$ cat src/design/scc_pkg.sv
`default_nettype none
package scc_pkg;
    localparam int MAX_NODES = 32;
    localparam int NW = $clog2(MAX_NODES);
    localparam int CW = NW + 1;

    typedef enum logic [3:0] {
        ST_LOAD,
        ST_START,
        ST_FRAME,
        ST_SCAN,
        ST_VISIT,
        ST_CLOSE,
        ST_POP,
        ST_RET,
        ST_EMIT
    } state_t;

    typedef struct packed {
        logic clear;
        logic next_start;
        logic enter_start;
        logic load_frame;
        logic scan_step;
        logic visit;
        logic pop_one;
        logic close_done;
        logic ret;
        logic emit_clear;
        logic emit_step;
    } cmd_t;

    typedef struct packed {
        logic start_done;
        logic start_visited;
        logic frame_empty;
        logic scan_end;
        logic scan_hit;
        logic scan_visited;
        logic is_root;
        logic pop_last;
        logic emit_last;
    } stat_t;
endpackage
`default_nettype wire

$ cat src/design/scc_if.sv
`default_nettype none
interface row_if;
    logic valid;
    logic ready;
    logic [4:0] row_index;
    logic [31:0] row_edges;
    logic last_row;
    modport source (output valid, row_index, row_edges, last_row, input ready);
    modport sink (input valid, row_index, row_edges, last_row, output ready);
endinterface

interface result_if;
    logic valid;
    logic ready;
    logic [4:0] node_index;
    logic [4:0] component_id;
    logic [5:0] component_count;
    logic last_result;
    modport source (output valid, node_index, component_id, component_count,
                    last_result, input ready);
    modport sink (input valid, node_index, component_id, component_count,
                  last_result, output ready);
endinterface
`default_nettype wire

$ cat src/design/scc_datapath.sv
`default_nettype none
module scc_datapath (
    input  wire logic clk,
    input  wire logic rst_n,
    input  wire logic row_we,
    input  wire logic [4:0] row_idx,
    input  wire logic [31:0] row_bits,
    input  wire logic [scc_pkg::CW-1:0] n_eff,
    input  wire scc_pkg::cmd_t cmd,
    output scc_pkg::stat_t stat,
    output logic [4:0] out_node,
    output logic [4:0] out_comp,
    output logic [5:0] out_count,
    output logic out_last
);
    localparam int N = scc_pkg::MAX_NODES;
    localparam int NW = scc_pkg::NW;
    localparam int CW = scc_pkg::CW;

    logic [31:0] succ_reg [N];
    logic [N-1:0] visited_reg, onstk_reg;
    logic [4:0] disc_reg [N];
    logic [4:0] low_reg [N];
    logic [4:0] label_reg [N];
    logic [NW-1:0] stk_reg [N];
    logic [NW-1:0] fnode_reg [N];
    logic [CW-1:0] fnext_reg [N];
    logic [CW-1:0] stop_reg, ftop_reg, start_reg, scan_reg, emit_reg;
    logic [5:0] visit_cnt_reg, comp_cnt_reg;
    logic [NW-1:0] v_reg;

    logic [NW-1:0] scan_i, top_node, ent_node, parent;
    logic [NW-1:0] start_i, emit_i;
    assign scan_i = scan_reg[NW-1:0];
    assign start_i = start_reg[NW-1:0];
    assign emit_i = emit_reg[NW-1:0];
    assign top_node = stk_reg[NW'(stop_reg - CW'(1))];
    assign parent = fnode_reg[NW'(ftop_reg - CW'(2))];
    assign ent_node = cmd.enter_start ? start_i : scan_i;

    logic edge_bit;
    assign edge_bit = succ_reg[scan_i][v_reg];

    assign stat.start_done = (start_reg >= n_eff);
    assign stat.start_visited = visited_reg[start_i];
    assign stat.frame_empty = (ftop_reg == '0);
    assign stat.scan_end = (scan_reg >= n_eff);
    assign stat.scan_hit = (scan_reg < n_eff) && edge_bit;
    assign stat.scan_visited = visited_reg[scan_i];
    assign stat.is_root = (low_reg[v_reg] == disc_reg[v_reg]);
    assign stat.pop_last = (stop_reg == '0) || (top_node == v_reg);
    assign stat.emit_last = (emit_reg + CW'(1) == n_eff);

    assign out_node = 5'(emit_reg);
    assign out_comp = label_reg[emit_i];
    assign out_count = comp_cnt_reg;
    assign out_last = stat.emit_last;

    always_ff @(posedge clk)
    begin
        if (row_we)
        begin
            succ_reg[row_idx] <= row_bits;
        end
        if (cmd.enter_start || cmd.visit)
        begin
            disc_reg[ent_node] <= visit_cnt_reg[4:0];
            low_reg[ent_node] <= visit_cnt_reg[4:0];
            if (stop_reg < CW'(N))
            begin
                stk_reg[NW'(stop_reg)] <= ent_node;
            end
            if (ftop_reg < CW'(N))
            begin
                fnode_reg[NW'(ftop_reg)] <= ent_node;
                fnext_reg[NW'(ftop_reg)] <= '0;
            end
        end
        if (cmd.visit)
        begin
            fnext_reg[NW'(ftop_reg - CW'(1))] <= scan_reg + CW'(1);
        end
        if (cmd.scan_step && edge_bit && (scan_reg < n_eff) && visited_reg[scan_i])
        begin
            fnext_reg[NW'(ftop_reg - CW'(1))] <= scan_reg + CW'(1);
            if (onstk_reg[scan_i] && disc_reg[scan_i] < low_reg[v_reg])
            begin
                low_reg[v_reg] <= disc_reg[scan_i];
            end
        end
        if (cmd.pop_one && stop_reg != '0)
        begin
            label_reg[top_node] <= comp_cnt_reg[4:0];
        end
        if (cmd.ret && ftop_reg > CW'(1) && low_reg[v_reg] < low_reg[parent])
        begin
            low_reg[parent] <= low_reg[v_reg];
        end
        if (cmd.load_frame)
        begin
            v_reg <= fnode_reg[NW'(ftop_reg - CW'(1))];
        end
    end

    always_ff @(posedge clk or negedge rst_n)
    begin
        if (!rst_n)
        begin
            visited_reg <= '0;
            onstk_reg <= '0;
            stop_reg <= '0;
            ftop_reg <= '0;
            start_reg <= '0;
            scan_reg <= '0;
            emit_reg <= '0;
            visit_cnt_reg <= '0;
            comp_cnt_reg <= '0;
        end
        else
        begin
            if (cmd.clear)
            begin
                visited_reg <= '0;
                onstk_reg <= '0;
                stop_reg <= '0;
                ftop_reg <= '0;
                start_reg <= '0;
                visit_cnt_reg <= '0;
                comp_cnt_reg <= '0;
            end
            if (cmd.next_start)
            begin
                start_reg <= start_reg + CW'(1);
            end
            if (cmd.enter_start || cmd.visit)
            begin
                visited_reg[ent_node] <= 1'b1;
                onstk_reg[ent_node] <= 1'b1;
                visit_cnt_reg <= visit_cnt_reg + 6'd1;
                if (stop_reg < CW'(N))
                begin
                    stop_reg <= stop_reg + CW'(1);
                end
                if (ftop_reg < CW'(N))
                begin
                    ftop_reg <= ftop_reg + CW'(1);
                end
            end
            if (cmd.load_frame)
            begin
                scan_reg <= fnext_reg[NW'(ftop_reg - CW'(1))];
            end
            if (cmd.scan_step)
            begin
                scan_reg <= scan_reg + CW'(1);
            end
            if (cmd.pop_one && stop_reg != '0)
            begin
                onstk_reg[top_node] <= 1'b0;
                stop_reg <= stop_reg - CW'(1);
            end
            if (cmd.close_done)
            begin
                comp_cnt_reg <= comp_cnt_reg + 6'd1;
            end
            if (cmd.ret)
            begin
                ftop_reg <= ftop_reg - CW'(1);
            end
            if (cmd.emit_clear)
            begin
                emit_reg <= '0;
            end
            if (cmd.emit_step)
            begin
                emit_reg <= emit_reg + CW'(1);
            end
        end
    end
endmodule
`default_nettype wire

$ cat src/design/scc_ctrl.sv
`default_nettype none
module scc_ctrl (
    input  wire logic clk,
    input  wire logic rst_n,
    input  wire logic in_fire,
    input  wire logic in_last,
    input  wire logic out_ready,
    input  wire scc_pkg::stat_t stat,
    output scc_pkg::cmd_t cmd,
    output logic in_ready,
    output logic out_valid
);
    scc_pkg::state_t state_reg, state_next;

    always_ff @(posedge clk or negedge rst_n)
    begin
        if (!rst_n)
        begin
            state_reg <= scc_pkg::ST_LOAD;
        end
        else
        begin
            state_reg <= state_next;
        end
    end

    always_comb
    begin
        state_next = state_reg;
        cmd = '0;
        in_ready = 1'b0;
        out_valid = 1'b0;
        unique case (state_reg)
            scc_pkg::ST_LOAD:
            begin
                in_ready = 1'b1;
                if (in_fire && in_last)
                begin
                    cmd.clear = 1'b1;
                    state_next = scc_pkg::ST_START;
                end
            end
            scc_pkg::ST_START:
            begin
                if (stat.start_done)
                begin
                    cmd.emit_clear = 1'b1;
                    state_next = scc_pkg::ST_EMIT;
                end
                else
                begin
                    cmd.next_start = 1'b1;
                    if (!stat.start_visited)
                    begin
                        cmd.enter_start = 1'b1;
                        state_next = scc_pkg::ST_FRAME;
                    end
                end
            end
            scc_pkg::ST_FRAME:
            begin
                if (stat.frame_empty)
                begin
                    state_next = scc_pkg::ST_START;
                end
                else
                begin
                    cmd.load_frame = 1'b1;
                    state_next = scc_pkg::ST_SCAN;
                end
            end
            scc_pkg::ST_SCAN:
            begin
                if (stat.scan_end)
                begin
                    state_next = stat.is_root ? scc_pkg::ST_POP : scc_pkg::ST_RET;
                end
                else if (stat.scan_hit)
                begin
                    state_next = scc_pkg::ST_VISIT;
                end
                else
                begin
                    cmd.scan_step = 1'b1;
                end
            end
            scc_pkg::ST_VISIT:
            begin
                if (stat.scan_visited)
                begin
                    cmd.scan_step = 1'b1;
                    state_next = scc_pkg::ST_CLOSE;
                end
                else
                begin
                    cmd.visit = 1'b1;
                    state_next = scc_pkg::ST_FRAME;
                end
            end
            scc_pkg::ST_CLOSE:
            begin
                state_next = scc_pkg::ST_FRAME;
            end
            scc_pkg::ST_POP:
            begin
                cmd.pop_one = 1'b1;
                if (stat.pop_last)
                begin
                    cmd.close_done = 1'b1;
                    state_next = scc_pkg::ST_RET;
                end
            end
            scc_pkg::ST_RET:
            begin
                cmd.ret = 1'b1;
                state_next = scc_pkg::ST_FRAME;
            end
            scc_pkg::ST_EMIT:
            begin
                out_valid = 1'b1;
                if (out_ready)
                begin
                    cmd.emit_step = 1'b1;
                    if (stat.emit_last)
                    begin
                        state_next = scc_pkg::ST_LOAD;
                    end
                end
            end
            default:
            begin
                state_next = scc_pkg::ST_LOAD;
            end
        endcase
    end
endmodule
`default_nettype wire

$ cat src/design/strongly_connected_components.sv
// channel  dir  fields
// rows     in   row_index, row_edges, last_row
// results  out  node_index, component_id, component_count, last_result
// Rows load one per cycle. A last row runs the search: it tries each start
// node in turn, scans successor slots, descends into each unvisited successor
// found, and per node does a final scan, return and reload, popping the
// component off the stack at a root. Then one word per node in node order.
// No rows are taken during search or output; results stall on ready.
// Reset clears control, stored rows stay undefined.
`default_nettype none
module strongly_connected_components (
    input  wire logic clk,
    input  wire logic rst_n,
    input  wire logic cfg_we,
    input  wire logic [5:0] cfg_data,
    row_if.sink rows,
    result_if.source results
);
    localparam int CW = scc_pkg::CW;
    localparam int MAXN = scc_pkg::MAX_NODES;

    logic [5:0] node_count_reg;
    logic [CW-1:0] n_eff;
    scc_pkg::cmd_t cmd;
    scc_pkg::stat_t stat;
    logic in_fire, in_ready, out_valid;

    always_ff @(posedge clk or negedge rst_n)
    begin
        if (!rst_n)
        begin
            node_count_reg <= 6'd32;
        end
        else if (cfg_we)
        begin
            node_count_reg <= cfg_data;
        end
    end

    always_comb
    begin
        if (node_count_reg == '0)
        begin
            n_eff = CW'(1);
        end
        else if ({26'd0, node_count_reg} > MAXN)
        begin
            n_eff = CW'(MAXN);
        end
        else
        begin
            n_eff = CW'(node_count_reg);
        end
    end

    assign rows.ready = in_ready;
    assign in_fire = rows.valid && in_ready;
    assign results.valid = out_valid;

    scc_ctrl u_ctrl (
        .clk(clk),
        .rst_n(rst_n),
        .in_fire(in_fire),
        .in_last(rows.last_row),
        .out_ready(results.ready),
        .stat(stat),
        .cmd(cmd),
        .in_ready(in_ready),
        .out_valid(out_valid)
    );

    scc_datapath u_dp (
        .clk(clk),
        .rst_n(rst_n),
        .row_we(in_fire),
        .row_idx(rows.row_index),
        .row_bits(rows.row_edges),
        .n_eff(n_eff),
        .cmd(cmd),
        .stat(stat),
        .out_node(results.node_index),
        .out_comp(results.component_id),
        .out_count(results.component_count),
        .out_last(results.last_result)
    );
endmodule
`default_nettype wire
$ cat src/flat_wrapper.sv
// flat-port wrapper written by rule: the top's interface ports become plain ports
module strongly_connected_components_flat 
  (clk, rst_n, cfg_we, cfg_data, rows_valid, rows_row_index, rows_row_edges, rows_last_row, rows_ready, results_valid, results_node_index, results_component_id, results_component_count, results_last_result, results_ready);
  row_if rows_i ();
  result_if results_i ();
  input  wire logic clk;
  input  wire logic rst_n;
  input  wire logic cfg_we;
  input  wire logic [5:0] cfg_data;
  input wire logic [$bits(rows_i.valid)-1:0] rows_valid;
  input wire logic [$bits(rows_i.row_index)-1:0] rows_row_index;
  input wire logic [$bits(rows_i.row_edges)-1:0] rows_row_edges;
  input wire logic [$bits(rows_i.last_row)-1:0] rows_last_row;
  output wire logic [$bits(rows_i.ready)-1:0] rows_ready;
  output wire logic [$bits(results_i.valid)-1:0] results_valid;
  output wire logic [$bits(results_i.node_index)-1:0] results_node_index;
  output wire logic [$bits(results_i.component_id)-1:0] results_component_id;
  output wire logic [$bits(results_i.component_count)-1:0] results_component_count;
  output wire logic [$bits(results_i.last_result)-1:0] results_last_result;
  input wire logic [$bits(results_i.ready)-1:0] results_ready;
  assign rows_i.valid = rows_valid;
  assign rows_i.row_index = rows_row_index;
  assign rows_i.row_edges = rows_row_edges;
  assign rows_i.last_row = rows_last_row;
  assign rows_ready = rows_i.ready;
  assign results_valid = results_i.valid;
  assign results_node_index = results_i.node_index;
  assign results_component_id = results_i.component_id;
  assign results_component_count = results_i.component_count;
  assign results_last_result = results_i.last_result;
  assign results_i.ready = results_ready;
  strongly_connected_components u_core (.clk(clk), .rst_n(rst_n), .cfg_we(cfg_we), .cfg_data(cfg_data), .rows(rows_i), .results(results_i));
endmodule
$ cat config.mk
export PLATFORM = sky130hd
export DESIGN_NAME = strongly_connected_components_flat
export DESIGN_NICKNAME = d
export VERILOG_FILES = /design/src/design/scc_pkg.sv /design/src/design/scc_if.sv /design/src/design/scc_datapath.sv /design/src/design/scc_ctrl.sv /design/src/design/strongly_connected_components.sv /design/src/flat_wrapper.sv
export SDC_FILE = /design/constraint.sdc
export NUM_CORES = 2
export LEC_CHECK = 0
export BUFFER_PORTS_ARGS = -buffer_cell sky130_fd_sc_hd__buf_2
export CAP_MARGIN = 0
export CORE_MARGIN = 10
export CORE_UTILIZATION = 55
export CTS_BUF_LIST = sky130_fd_sc_hd__clkbuf_4 sky130_fd_sc_hd__clkbuf_8
export DETAILED_ROUTE_END_ITERATION = 10
export GPL_TIMING_DRIVEN = 0
export PLACE_DENSITY = 0.7
export SYNTH_ARGS = -nofsm -noshare
export SYNTH_HDL_FRONTEND = slang
export SYNTH_SLANG_ARGS = --single-unit
$ cat constraint.sdc
create_clock -name clk -period 19.35 [get_ports clk]
set_input_delay 3.87 -clock clk [delete_from_list [all_inputs] [get_ports clk]]
set_output_delay 3.87 -clock clk [all_outputs]
set_load 0.05 [all_outputs]
* Yosys cells after proc, flatten, opt, wreduce, memory -nomap -nowiden
Memory sizes are Yosys's and may differ from the RTL's. A register that Yosys moved wholly into a read port is not among the register bits.
Cells that the tools add are included.
** Word-level totals
- Bits in registers :: 116
- RAM bits :: 2016
- Input port bits :: 49
- Output and inout port bits :: 19
- Word-level logic and storage cells :: 192
- Memories kept :: 7
** Memories
- u_core.u_dp.succ_reg :: depth 32, width 32, rd ports 1, clocked after Yosys merged registers in 0, write ports 1, RTL line scc_datapath.sv:20 : logic [31:0] succ_reg [N];
- u_core.u_dp.fnext_reg :: depth 32, width 6, rd ports 1, clocked after Yosys merged registers in 0, write ports 2, RTL line scc_datapath.sv:27 : logic [CW-1:0] fnext_reg [N];
- u_core.u_dp.disc_reg :: depth 32, width 5, rd ports 2, clocked after Yosys merged registers in 0, write ports 1, RTL line scc_datapath.sv:22 : logic [4:0] disc_reg [N];
- u_core.u_dp.fnode_reg :: depth 32, width 5, rd ports 2, clocked after Yosys merged registers in 1, write ports 1, RTL line scc_datapath.sv:26 : logic [NW-1:0] fnode_reg [N];
- u_core.u_dp.label_reg :: depth 32, width 5, rd ports 1, clocked after Yosys merged registers in 0, write ports 1, RTL line scc_datapath.sv:24 : logic [4:0] label_reg [N];
- u_core.u_dp.low_reg :: depth 32, width 5, rd ports 2, clocked after Yosys merged registers in 0, write ports 1, RTL line scc_datapath.sv:23 : logic [4:0] low_reg [N];
- +1 memories
** Cells by class
- Add/subtract/negate cells :: 10
- Order comparisons :: 16
- Equality and inequality tests :: 17
- Multiplexer cells :: 98
- Bitwise logic cells :: 5
- Reductions and logical operators :: 28
** Operators by type and width (count)
- two-way mux 32 bit :: 5
- two-way mux 6 bit :: 19
- OR 32 bit :: 2
- two-way mux 1 bit :: 48
- adder 6 x 1 -> 6 bit, second input constant :: 7
- AND 32 bit :: 1
- two-way mux 4 bit :: 8
- NOT 32 bit :: 1
- one-hot mux 4 bit (8 select lines) :: 1
- less-than comparator 5 x 6 -> 1 bit, second input constant :: 5
- two-way mux 5 bit :: 5
- binary-select mux 1 bit (select 5 bit) :: 4
- logical NOT 6 bit :: 3
- == test 4 x 3 -> 1 bit, second input constant :: 4
- greater-or-equal comparator 6 bit :: 2
- logical AND 1 bit :: 12
- less-than comparator 6 bit, second input constant :: 2
- subtractor 6 x 1 -> 6 bit, second input constant :: 2
- demux 1 bit (select 5 bit) :: 2
- == test 5 bit :: 2
- greater-or-equal comparator 5 x 1 -> 1 bit, second input constant :: 2
- less-than comparator 5 bit :: 2
- nonzero test 2 bit :: 5
- OR reduction 5 bit :: 2
- 21 further kinds :: 28

* Longest topological paths before layout
- Depth in word-level cells :: 16
- Depth in mapped cells :: 32
- Mapped depth without buffers :: 23

* Modules after synthesis
Synthesis repeated with hierarchy kept, for this count alone.
** Second synthesis, totals
- Cell total of the unflattened synthesis :: 5452
- Area, all modules :: 94853.5 sq um
** By module, submodules not included
- scc_datapath :: times used 1, cells an instance 5377, area an instance 94080.2 sq um
- scc_ctrl :: times used 1, cells an instance 52, area an instance 500.5 sq um
- strongly_connected_components :: times used 1, cells an instance 23, area an instance 272.8 sq um

* Worst setup path after synthesis
OpenSTA, ideal clock, no wires.
- Path kind :: flip-flop to flip-flop
- Start :: reg u_core.u_dp.ftop_reg[1]
- End :: mem u_core.u_dp.low_reg[0][0] (data pin)
- Library setup time :: 454 ps
- Arrival :: 7645 ps
- Path slack :: 11251 ps
- Stages on the path, launching flop included :: 31
- Path buffers :: 11
- Cell sequence :: dfrtp_1 -> clkbuf_2 -> buf_4 -> buf_2 -> inv_1 -> clkbuf_1 -> ha_1 -> xor2_4 -> mux4_2 -> o22ai_2 -> or3_1 -> buf_2 -> buf_6 -> clkbuf_1 -> clkbuf_1 -> buf_1 -> nand3_1 -> nand3_1 -> nand3_1 -> a31oi_1 -> ha_1 -> a21oi_1 -> nor2b_1 -> o21ai_0 -> and3_1 -> nand2_1 -> a311oi_1 -> a32oi_4 -> buf_6 -> buf_2 -> o21ai_0
** Between the ends
- Longest elaborated chain between the ends :: 9
** RTL lines
- start, declared :: RTL line scc_datapath.sv:28 : logic [CW-1:0] stop_reg, ftop_reg, start_reg, scan_reg, emit_reg;
- start signal, assigned :: RTL line scc_datapath.sv:146 : ftop_reg <= ftop_reg + CW'(1);
- start signal, assigned :: RTL line scc_datapath.sv:168 : ftop_reg <= ftop_reg - CW'(1);
- subtractor 5 x 2 -> 5 bit :: RTL line scc_datapath.sv:38 : assign parent = fnode_reg[NW'(ftop_reg - CW'(2))];
- memory (32 x 5 bit) (2 in a row)
- less-than comparator 5 bit :: RTL line scc_datapath.sv:95 : if (cmd.ret && ftop_reg > CW'(1) && low_reg[v_reg] < low_reg[parent])
- logical AND 1 bit * :: RTL line scc_datapath.sv:95
- two-way mux 1 bit * :: RTL line scc_datapath.sv:95
- two-way mux 1 bit (implied by the code) * :: RTL line scc_datapath.sv:97 : low_reg[parent] <= low_reg[v_reg];
- OR reduction 5 bit (no source line) *
- two-way mux 5 bit (no source line) *
- end, declared :: RTL line scc_datapath.sv:23
Every way passes the cells marked *; elsewhere a longest branch is shown, timed or not.

* Worst setup path after layout
- Start :: reg u_core.u_dp.ftop_reg[1]
- End :: mem u_core.u_dp.low_reg[8][0], enable pin
** Between the ends
- Longest elaborated chain between the ends :: 9
** RTL lines (RTL line)
- subtractor 5 x 2 -> 5 bit :: scc_datapath.sv:38
- memory (32 x 5 bit) (2 in a row)
- less-than comparator 5 bit :: scc_datapath.sv:95
- logical AND 1 bit :: scc_datapath.sv:95
- two-way mux 1 bit :: scc_datapath.sv:95
- two-way mux 1 bit (implied by the code) :: scc_datapath.sv:97
- OR reduction 5 bit (no source line)
- two-way mux 5 bit (no source line) or two-way mux 1 bit (tied branches)
Several ways; a longest one is shown, not always the timed one.

==> reports/results.ini <==
[run_status]
status=finished, violations left
violations=max-capacitance violations, max-slew violations

[detailed_routing]
final_antenna_net_count=0
drt_iter0_drc=9597
routed_wirelength_microns=284000
num_vias=56700
route.detailed.drc=0
wl_per_cell_microns=34.6
via_per_inst=6.92
firstDrtPassIters=8

[critical_path]
slowest_delay_ps=1000
cp.required_ps=20020
cp_common_cell=clkbuf_1
crit_buf_inv=9
cp_max_fo=13
critPathTopFamily=buffers and inverters
critPathLaunchType=flip-flop
crit_slowest_cell=nor3_1
arrival_ps=11760
end_kind=flip-flop
crit_type=flip-flop to flip-flop

[pwr]
p_sw_mw=6.92
power.share.combinational_pct=43.9
ir_drop_uv=98.0
seq_power_share_pct=33.7
total_power_mw=17.0
clock_power_share_pct=22.4
sw_frac_of_total_pct=40.7
power_density_mw_per_mm2=165
p_int_mw=10.1
p_leak_nw=34.6

[clock_network]
root_buffer=clkbuf_8
cts.sinks=2136
clock_path_buffers=4
cts_resized=0
h-tree-depth=5
cts_tree=built
path_clk_slew_ps=70
cts_setup_buffers=0
insertion_delay_ps=1110
numCtsBuffers=352
cts_hold_buf=0

[placement]
finalWeightedCongestion=0.971
dpl_worst_slack_ps=8730
io_buffers=66
dpl_cell_area_sq_mm=0.0965
dpl.hpwl_microns=192000

[yosys]
yosys_warnings=0
synthArstFlopShare_pct=5.38
ys_seq_area_share_pct=69.3
syn_nets=5339
synthCells=5253
synth_area_sq_mm=0.0918
ys.flop_type=edfxtp_1
synth_edf_count=2021
ys_types=89
syn_area_per_cell_sq_um=17.5
ys_seq_elements=2136

[global_route]
gr-total-overflow=0
antenna_found_initial=17
grt_usage_pct=30.2
grt_max_degree=70
grt_pass1_wl_microns=400000
grt_pass1_vias=55700

[finish]
layout-drive-gt1-share_pct=24.9
fillCellCount=11700
area_growth_pct=12.4
finalNetCount=5819
final-seq-area_sq_mm=0.0636
multi_input_area_sq_mm=0.0264
largest_reg_flops=1024
final_area_sq_mm=0.103

[floorplan]
die_x_microns=429
start_util_pct=55.5
die_area_sq_mm=0.184
fp-row-count=149
die_height_microns=429
io_pins=68
coreArea_sq_mm=0.165

[sta]
worstMarginPinSlew_ps=1550
rsz0062_at_grt=false
maxSlewHeadroom_pct=-3.63
tns_ps=0
fin_crit_ps=11090
skew_ps=94.2
timing.fmax_mhz=90.2
drv_slew=9
hold_viol_final=0
post-route-period-util_pct=57.3
setup_ws_ps=8260
setup_viol_count_final=0

[job]
cap_violations=1

[worst_hold_path]
min_path_type=flip-flop to flip-flop

-- cell usage in the layout (no fill, tap or decap), types with 20 or more instances in the layout --
master | Yosys | layout
a31oi_1 | 20 | 20
dfrtp_1 | 114 | 114
a221oi_1 | 33 | 33
a21oi_1 | 93 | 89
nor2_1 | 265 | 233
ha_1 | 37 | 37
mux4_2 | 583 | 583
and3_1 | 37 | 37
xnor2_1 | 22 | 21
a22oi_1 | 53 | 53
buf_4 | 23 | 23
buf_6 | 27 | 28
clkbuf_4 | 0 | 105
clkinv_2 | 0 | 48
nor2_4 | 0 | 32
nor4_1 | 23 | 23
nor3_1 | 191 | 191
nand2_1 | 461 | 461
a311oi_1 | 23 | 23
buf_1 | 61 | 54
o21ai_0 | 75 | 72
nor2b_1 | 26 | 26
clkbuf_1 | 187 | 181
inv_1 | 63 | 62
nand2b_1 | 21 | 21
mux2_2 | 46 | 46
nand4_1 | 23 | 23
o22ai_1 | 53 | 53
clkinv_1 | 3 | 89
clkbuf_8 | 0 | 357
buf_12 | 6 | 34
mux2i_1 | 222 | 222
or2_2 | 22 | 22
buf_16 | 0 | 26
edfxtp_1 | 2021 | 2021
nand3_1 | 118 | 118
buf_2 | 48 | 119
-- worst paths after layout --
| check | to | slack [ps] | startpoint | depth (start not counted) |
|---|---|---|---|---|
| max in group asynchronous | u_core.u_dp.visited_reg[27] | 15840 | rst_n | 2 |
| min reg2reg | u_core.u_dp.visited_reg[6] | 490 | u_core.u_dp.visited_reg[6] | 2 |
| min in group asynchronous | u_core.u_dp.emit_reg[0] | 2780 | rst_n | 1 |
| min | u_core.u_dp.visited_reg[6] | 490 | u_core.u_dp.visited_reg[6] | 2 |
| max | u_core.u_dp.low_reg[8][0] | 8260 | u_core.u_dp.ftop_reg[1] | 28 |
| max reg2reg | u_core.u_dp.low_reg[8][0] | 8260 | u_core.u_dp.ftop_reg[1] | 28 |
-- layout make-up --
type / instances / share of cell area [%]
antenna: 14 / 0.0340
buffer: 359 / 1.82
clock buffer: 462 / 5.53
clock inverter: 150 / 0.836
inverter: 66 / 0.241
multi-input combinational: 2692 / 25.6
sequential: 2136 / 61.6
tap: 2189 / 2.66
timing repair buffer: 126 / 1.64
-- worst register-to-register path, delay by kind of cell (launching register included) --
family / cells / cell delay (ps)
fa+ha+maj: 2 / 680
compound gates: 9 / 2830
buf+inv: 9 / 3870
flops: 1 / 490
simple gates: 8 / 2860
-- cell families after synthesis --
group,count (synthesis),share of synthesized area [%]
AOI/OAI and AO/OA,523,4.09
xor gates and xnor gates,36,0.364
adders and majority gates,37,0.504
buffers and inverters,425,2.30
DFF,2136,69.3
muxes,851,17.3
and+or+nand+nor,1245,6.20
-- metal layers --
layer / vias to the layer above / GRT usage, % / wire length (microns)
li1: 22300 / - / -
met1: 28900 / 41.7 / 104000
met2: 4600 / 44.1 / 126000
met3: 848 / 9.72 / 40500
met4: 6 / 13.9 / 13700
met5: - / 0 / 36
-- synthesized netlist by cell type, types with 46 or more instances --
cell | instances | area (sq um)
clkbuf_1 | 187 | 702
o22ai_1 | 53 | 332
mux2_2 | 46 | 518
inv_1 | 63 | 236
mux4_2 | 583 | 13100
nand3_1 | 118 | 591
nor3_1 | 191 | 956
buf_1 | 61 | 229
a21oi_1 | 93 | 465
a22oi_1 | 53 | 398
nand2_1 | 461 | 1730
o21ai_0 | 75 | 375
dfrtp_1 | 114 | 2850
nor2_1 | 265 | 995
mux2i_1 | 222 | 2220
buf_2 | 48 | 240
edfxtp_1 | 2021 | 60700
-- metrics by stage --
stage	util, %	std cells	hold slack [ps]
6_report	62.4	8194	495
3_5_place_dp	58.4	7568	480
5_1_grt	62.4	8185	530
4_1_cts	62.3	8180	495
3_3_place_gp	57.4	7508	471
2_1_floorplan	-	5253	458
-- power groups by stage --
stage                     logic, mW  clock network (mW)  registers, mW
after global placement         7.01                   0           5.86
after detailed placement       7.19                   0           5.83
after floorplan                4.49                   0           5.77
after CTS                      7.22                3.82           5.73
final                          7.46                3.81           5.74
after global routing           7.70                4.03           5.76
Note: power is estimated with default switching activity, not from simulation.
